**config.mk**
```make
export PLATFORM = sky130hd
export DESIGN_NAME = trwe_ctrl
export DESIGN_NICKNAME = d
export VERILOG_FILES = /design/src/sv/trwe_pkg.sv /design/src/sv/trwe_ctrl.sv
export SDC_FILE = /design/constraint.sdc
export NUM_CORES = 1
export LEC_CHECK = 0
export BUFFER_PORTS_ARGS = -buffer_cell sky130_fd_sc_hd__buf_2
export CAP_MARGIN = 5
export CELL_PAD_IN_SITES_DETAIL_PLACEMENT = 1
export CELL_PAD_IN_SITES_GLOBAL_PLACEMENT = 1
export CORE_AREA = 2 2 39 41
export CTS_BUF_LIST = sky130_fd_sc_hd__clkbuf_2
export CTS_CLUSTER_SIZE = 28
export DETAILED_ROUTE_END_ITERATION = 8
export DIE_AREA = 0 0 41 43
export PLACE_DENSITY = 0.44
export SETUP_SLACK_MARGIN = 0.1
export SYNTH_ARGS = -nofsm -noshare
export SYNTH_HDL_FRONTEND = slang
export SYNTH_SLANG_ARGS = --single-unit
```
**constraint.sdc**
```tcl
create_clock -name clk -period 1.6 [get_ports clk]
set_clock_uncertainty 0.1 [all_clocks]
set_input_delay 0.08 -clock clk [delete_from_list [all_inputs] [get_ports clk]]
set_output_delay 0.08 -clock clk [all_outputs]
set_load 0.02 [all_outputs]
```
**src/sv/trwe_pkg.sv**
```systemverilog
// ---------------------------------------------------------------------------
// trwe_pkg
// Shared codes and control types for the trapped random walk engine.
// ---------------------------------------------------------------------------
package trwe_pkg;

  localparam logic [1:0] OP_CLEAR = 2'd0;
  localparam logic [1:0] OP_PLACE = 2'd1;
  localparam logic [1:0] OP_STEP  = 2'd2;
  localparam logic [1:0] OP_READ  = 2'd3;

  localparam logic [1:0] DIR_COL_DEC = 2'd0;
  localparam logic [1:0] DIR_ROW_INC = 2'd1;
  localparam logic [1:0] DIR_COL_INC = 2'd2;
  localparam logic [1:0] DIR_ROW_DEC = 2'd3;

  localparam logic [1:0] STATUS_OK      = 2'd0;
  localparam logic [1:0] STATUS_REFUSED = 2'd1;
  localparam logic [1:0] STATUS_LIMIT   = 2'd2;

  localparam logic [9:0] SIDE_RESET = 10'd500;

  typedef struct packed {
    logic accept;
    logic finish;
    logic sweep;
    logic sweep_hist;
  } trwe_cmd_t;

  typedef struct packed {
    logic sweep_last;
    logic op_clear;
  } trwe_stat_t;

endpackage

```
**src/sv/trwe_ctrl.sv**
```systemverilog
// ---------------------------------------------------------------------------
// trwe_ctrl
// Sequencer: start-up clearing sweep, command accept, execute and map clear.
// ---------------------------------------------------------------------------
module trwe_ctrl import trwe_pkg::*; (
  input  logic       clk,
  input  logic       rst_n,
  input  logic       start,
  output logic       busy,
  input  trwe_stat_t stat,
  output trwe_cmd_t  cmd
);

  localparam logic [1:0] S_INIT  = 2'd0;
  localparam logic [1:0] S_IDLE  = 2'd1;
  localparam logic [1:0] S_EXEC  = 2'd2;
  localparam logic [1:0] S_SWEEP = 2'd3;

  logic [1:0] state_r;
  logic [1:0] state_nxt;

  always_comb begin
    state_nxt = state_r;
    cmd       = '0;
    busy      = 1'b1;
    case (state_r)
      S_INIT: begin
        cmd.sweep      = 1'b1;
        cmd.sweep_hist = 1'b1;
        if (stat.sweep_last) begin
          state_nxt = S_IDLE;
        end
      end
      S_IDLE: begin
        busy = 1'b0;
        if (start) begin
          cmd.accept = 1'b1;
          state_nxt  = S_EXEC;
        end
      end
      S_EXEC: begin
        if (stat.op_clear) begin
          state_nxt = S_SWEEP;
        end else begin
          cmd.finish = 1'b1;
          state_nxt  = S_IDLE;
        end
      end
      S_SWEEP: begin
        cmd.sweep = 1'b1;
        if (stat.sweep_last) begin
          cmd.finish = 1'b1;
          state_nxt  = S_IDLE;
        end
      end
      default: begin
        state_nxt = S_INIT;
      end
    endcase
  end

  always_ff @(posedge clk) begin
    if (!rst_n) begin
      state_r <= S_INIT;
    end else begin
      state_r <= state_nxt;
    end
  end

endmodule

```
==> results.ini, run 1 <==
[layout]
n_antenna_cell = 0
instances_no_fill = 50
final_core_util_pct = 19.7
seq_area_sq_um = 41.3
multiInputGateArea_sq_um = 129
largest_reg_flops = 2
regMostFlops = state_r
layout-drive-gt1-share_pct = 50.0
fin_nets = 45
largest_registers = state_r: 2 flops
n_fill_cell = 169
synthToLayoutAreaGrowth_pct = 47.3

[sta]
period_needed_ps = 1390
drv_slew = 0
rsz0062_at_grt = no
max_slew_margin_pct = 85.9
period_share_pct = 87.1
finalSetupViolCount = 0
worst_slew_pin_slew_ps = 211
max_freq_mhz = 718
final_hold_viol_count = 0
finalSetupTns_ps = 0

[pwr]
total_leakage_power_uw = 0.000137
fin_total_pwr_uw = 405
pwr_density_cell_mw_per_mm2 = 1480
ir_worst_vdd_mv = 0.266

[grt]
grt_pass1_vias = 172
antenna_found_initial = 0
grt_max_degree = 5
grt_pass1_wl_um = 676
grtUsageTotal_pct = 6.51
overflow = 0

[drt]
first_pass_iters = 2
vias_per_cell = 3.76
routed_wl_um = 414
vias = 188
dr.first_iter.drc_count = 1
wl_per_cell_um = 8.28
ant_nets = 0
drc = 0

[placement]
routabilityCongestion = 0.599
place.port_buffers = 9
dpl.hpwl_um = 363
dp_cells = 47

[worst_setup_path]
crit_path_end_kind = flip-flop
r2r_cells = 5
required_ps = 1570
r2r_end = state_r[1]$_SDFFE_PN0P_
cp_max_fo = 4
crit_type = flip-flop to flip-flop
start_kind = flip-flop
r2r_slack_ps = 210
r2r_start = state_r[1]$_SDFFE_PN0P_
crit_arrival_ps = 1360

[yosys]
yosysWarnings = 0
netlist_instances = 22
ys_seq_area_share_pct = 21.6
yosysUniqueCellTypes = 11
syn_nets = 31
synth.cell_area_sq_um = 185
avgSynthCellArea_sq_um = 8.42
ys_ff_latch = 2

[clock_tree]
cts.sinks = 2
cts_tree = built
clk_latency_ps = 190
h-tree-depth = 1
clk_path_buf_depth = 2
cts_setup_buffers = 0
clk_pin_slew_ps = 30
cts_made_buffers = 3
cts_resized = 0
cts_hold_buf = 0
clockRootBuffer = clkbuf_2

[hold_path]
min_from = rst_n
hold_path.class = input pin to flip-flop
hold_depth = 2
min_to = state_r[0]$_SDFFE_PN0P_

[flow_run]
cap_violations = 0

[floorplan]
design.die.area_sq_mm = 0.00176
die_y_um = 43
core-area_sq_mm = 0.00138
row_count = 14
ios = 10
start_util_pct = 13.4
die_w_um = 41

[run_status]
status = finished clean

-- through the flow --
step	setup slack, ps	hold slack (ps)	instance area [sq um]
2_1_floorplan	302	104	185
3_3_place_gp	181	214	250
3_5_place_dp	157	219	250
4_1_cts	149	6.64	265
5_1_grt	124	3.12	273
6_report	207	20.2	273
-- how the worst max path moves through the flow --
stage                             from                       to  slack (ps)  cells after the start
2_1_floorplan  state_r[0]$_SDFFE_PN0P_  state_r[0]$_SDFFE_PN0P_         300                      5
3_3_place_gp   state_r[0]$_SDFFE_PN0P_  state_r[0]$_SDFFE_PN0P_         180                      5
3_5_place_dp   state_r[0]$_SDFFE_PN0P_  state_r[0]$_SDFFE_PN0P_         160                      5
4_1_cts        state_r[0]$_SDFFE_PN0P_  state_r[0]$_SDFFE_PN0P_         150                      5
5_1_grt        state_r[1]$_SDFFE_PN0P_                   cmd[1]         120                      4
6_report       state_r[1]$_SDFFE_PN0P_  state_r[1]$_SDFFE_PN0P_         210                      5
-- power by group --
group	internal (uW)	switching [uW]	total, uW	leakage [uW]
Clock	49.8	28.3	78.2	0.0000125
Sequential	66.1	14.3	80.3	0.0000168
Combinational	98.8	147	246	0.000107
Total	215	190	405	0.000137
-- synth_stat cells --
cell / count / share of area [%]
o22ai_1: 1 / 3.4
o21ai_0: 2 / 5.4
inv_1: 6 / 12
ha_1: 4 / 27
a211oi_2: 2 / 14
and2_1: 1 / 3.4
dfxtp_1: 2 / 22
nand2_1: 1 / 2.0
a2bb2oi_1: 1 / 4.7
nor2_2: 1 / 3.4
nor2b_1: 1 / 3.4
-- layout by cell type (no fill, tap or decap), types with 2 or more instances in the layout --
master,n
inv_1,6
a211oi_2,2
clkbuf_2,3
ha_1,4
buf_2,9
-- logic make-up (layout without fill, tap and decap cells) --
group / after synthesis / in the layout / synth area share [%]
AOI/OAI and AO/OA: 6 / 6 / 27.0
adders and majority gates: 4 / 4 / 27.0
buffers and inverters: 6 / 18 / 12.2
DFF: 2 / 2 / 21.6
and+or+nand+nor: 4 / 4 / 12.2
-- worst max-delay path, stage by stage, from the launching register on --
cell	delay (ps)
dfxtp_1	350
inv_1	90
ha_1	360
nor2_2	70
a211oi_2	240
a211oi_2	60
-- area by class of cell --
class,instances,share of cell area [%]
clock buffers,3,5.50
inverters,6,8.26
multi-input cells,14,47.2
flip-flops and latches,2,15.1
well taps,16,7.34
repair buffers,9,16.5
-- per-layer routing --
layer	wire, um	GRT usage (%)
met1	175	7.01
met2	198	6.88
met3	40	4.71
met4	0	8.00
met5	0	0
Power figures use the tool's default switching activity.
==> inputs of run 2 (changes only) <==
--- a/config.mk
+++ b/config.mk
@@ -11,6 +11,7 @@
 export CELL_PAD_IN_SITES_GLOBAL_PLACEMENT = 1
 export CORE_AREA = 2 2 39 41
 export CTS_BUF_LIST = sky130_fd_sc_hd__clkbuf_2
+export CTS_CLUSTER_DIAMETER = 120
 export CTS_CLUSTER_SIZE = 28
 export DETAILED_ROUTE_END_ITERATION = 8
 export DIE_AREA = 0 0 41 43
==> constraint.sdc (replaced) <==
create_clock -name clk -period 1.6 [get_ports clk]
set_clock_uncertainty 0.1 [all_clocks]
set_input_delay 0.16 -clock clk [delete_from_list [all_inputs] [get_ports clk]]
set_output_delay 0.16 -clock clk [all_outputs]
set_load 0.02 [all_outputs]
==> run 2 against run 1 <==
Compared with the run above:
- die area unchanged
- hold slack improved by 80 ps
- combinational power about the same
- highest routed layer unchanged
- utilization unchanged
- cell area unchanged
- largest cell class unchanged
- critical path depth decreased by 1
- setup slack got worse by 53 ps
==> results.ini, run 2 (synthesis gave the netlist of run 1 again) <==
[placement]
dpl.hpwl_um = 363  ; unchanged
place_ws_ps = 157  ; unchanged
place.port_buffers = 9  ; unchanged
routabilityCongestion = 0.599  ; unchanged
placed_area_sq_um = 250  ; unchanged

[drt]
routed_wl_um = 416  ; was 414 um
ant_nets = 0  ; unchanged
vias_per_cell = 3.76  ; unchanged
first_pass_iters = 2  ; unchanged
dr.first_iter.drc_count = 1  ; unchanged
vias = 188  ; unchanged
drc = 0  ; unchanged
wl_per_cell_um = 8.32  ; was 8.28 um

[hold_path]
hold_path.class = input pin to flip-flop  ; unchanged
min_to = state_r[0]$_SDFFE_PN0P_  ; unchanged
min_from = rst_n  ; unchanged
hold_depth = 2  ; unchanged

[run_status]
status = finished clean  ; unchanged

[sta]
rsz0062_at_grt = yes  ; was no
max_freq_mhz = 692  ; was 718 MHz
final_hold_viol_count = 0  ; unchanged
max_slew_margin_pct = 85.5  ; was 85.9%
worst_slew_pin_slew_ps = 216  ; was 211 ps
timing.final.ws_setup_ps = 154  ; was 207 ps
drv_slew = 0  ; unchanged
finalSetupViolCount = 0  ; unchanged
period_needed_ps = 1450  ; was 1390 ps
period_share_pct = 90.4  ; was 87.1%
finalSetupTns_ps = 0  ; unchanged
hold_ws_ps = 100  ; was 20.2 ps

[grt]
grtUsageTotal_pct = 6.51  ; unchanged
grt_pass1_wl_um = 676  ; unchanged
overflow = 0  ; unchanged
antenna_found_initial = 0  ; unchanged
grt_pass1_vias = 172  ; unchanged
grt_max_degree = 5  ; unchanged

[worst_setup_path]
crit_type = flip-flop to primary output  ; was flip-flop to flip-flop
start_kind = flip-flop  ; unchanged
slowest_stage = dfxtp_1  ; was ha_1
crit_path_end_kind = primary output  ; was flip-flop
r2r_end = state_r[1]$_SDFFE_PN0P_  ; unchanged
cp_common_cell = inv_1  ; was a211oi_2
r2r_start = state_r[1]$_SDFFE_PN0P_  ; unchanged
r2r_slack_ps = 210  ; about the same
critPathMaxStageDelay_ps = 350  ; was 360 ps
required_ps = 1340  ; was 1570 ps
crit_arrival_ps = 1190  ; was 1360 ps
cp_max_fo = 4  ; unchanged
crit_chain = inv_1 > ha_1 > inv_1 > buf_2  ; was inv_1 > ha_1 > nor2_2 > a211oi_2 > a211oi_2
r2r_cells = 5  ; unchanged

[flow_run]
cap_violations = 0  ; unchanged

[clock_tree]
clk_path_buf_depth = 2  ; unchanged
cts.sinks = 2  ; unchanged
clk_pin_slew_ps = 30  ; about the same
clockRootBuffer = clkbuf_2  ; unchanged
cts_setup_buffers = 0  ; unchanged
cts_tree = built  ; unchanged
cts_made_buffers = 3  ; unchanged
clk_latency_ps = 190  ; about the same
h-tree-depth = 1  ; unchanged
cts_hold_buf = 0  ; unchanged

[pwr]
clockPowerShare_pct = 19.4  ; was 19.3%
pwr_density_cell_mw_per_mm2 = 1480  ; about the same
intPower_uw = 214  ; was 215 uW
p_sw_uw = 189  ; was 190 uW
p_comb_share_pct = 60.7  ; was 60.8%
p_seq_share_pct = 19.9  ; about the same
ir_worst_vdd_mv = 0.266  ; about the same
total_leakage_power_uw = 0.000137  ; about the same
switching_share_pct = 46.9  ; about the same

[layout]
mostFrequentLayoutCell = buf_2  ; unchanged
regMostFlops = state_r  ; unchanged
largest_reg_flops = 2  ; unchanged
final_cell_area_sq_um = 273  ; unchanged
n_antenna_cell = 0  ; unchanged
synthToLayoutAreaGrowth_pct = 47.3  ; unchanged
largest_registers = state_r: 2 flops  ; unchanged
layout-drive-gt1-share_pct = 50.0  ; unchanged
fin_nets = 45  ; unchanged
layout_common_cells = buf_2, inv_1, ha_1  ; unchanged

[floorplan]
die_w_um = 41  ; unchanged
core-area_sq_mm = 0.00138  ; unchanged
die_y_um = 43  ; unchanged
row_count = 14  ; unchanged
ios = 10  ; unchanged
start_util_pct = 13.4  ; unchanged
design.die.area_sq_mm = 0.00176  ; unchanged

run 2: timing repair:
action,in CTS,in global routing
endpoints found under the setup margin,1,4
cloned,0,0
pin swaps,0,0
gates resized for setup,1,1
run 2: layout make-up:
type	instances	area [sq um]
clock buffers	3	15.0
fillers	169	1110
inverters	6	22.5
multi-input cells	14	129
flip-flops and latches	2	41.3
well taps	16	20.0
repair buffers	9	45.0
run 2: routing by layer:
metal / wire [um] / GRT usage [%] / share of wire (%) / up-vias
met5: 0 / 0 / 0 / -
li1: - / - / - / 96
met4: 0 / 8.00 / 0 / 0
met3: 40 / 4.71 / 9.6 / 0
met1: 176 / 7.01 / 42 / 86
met2: 199 / 6.88 / 48 / 6
run 2: power groups by stage:
stage                     Clock (uW)  Sequential [uW]  Combinational, uW
final                           78.2             80.3                245
after CTS                       85.8             79.8                239
after global placement             0             78.5                235
after global routing            95.3             82.7                270
after detailed placement           0             78.9                239
after floorplan                    0             75.1                176
run 2: through the flow:
stage | power (uW) | std cells | utilization [%]
finish | 403 | 50 | 19.7
global route | 448 | 50 | 19.7
CTS | 404 | 50 | 19.3
detailed placement | 318 | 47 | 18.1
global placement | 313 | 47 | 18.1
floorplan | 252 | 22 | -
run 2: how the worst max path moves through the flow:
stage | depth (start not counted) | end | slack (ps) | from
after floorplan | 4 | cmd[2] | 260 | state_r[0]$_SDFFE_PN0P_
after global placement | 5 | state_r[0]$_SDFFE_PN0P_ | 180 | state_r[0]$_SDFFE_PN0P_
after detailed placement | 5 | state_r[0]$_SDFFE_PN0P_ | 160 | state_r[0]$_SDFFE_PN0P_
after CTS | 4 | cmd[1] | 120 | state_r[1]$_SDFFE_PN0P_
after global routing | 4 | cmd[1] | 50 | state_r[1]$_SDFFE_PN0P_
final | 4 | cmd[1] | 150 | state_r[1]$_SDFFE_PN0P_
run 2: critical path, delay by kind of cell, from the launching register on:
family     cells  cell delay, ps
fa+ha+maj      1             340
flops          1             350
buf+inv        3             310
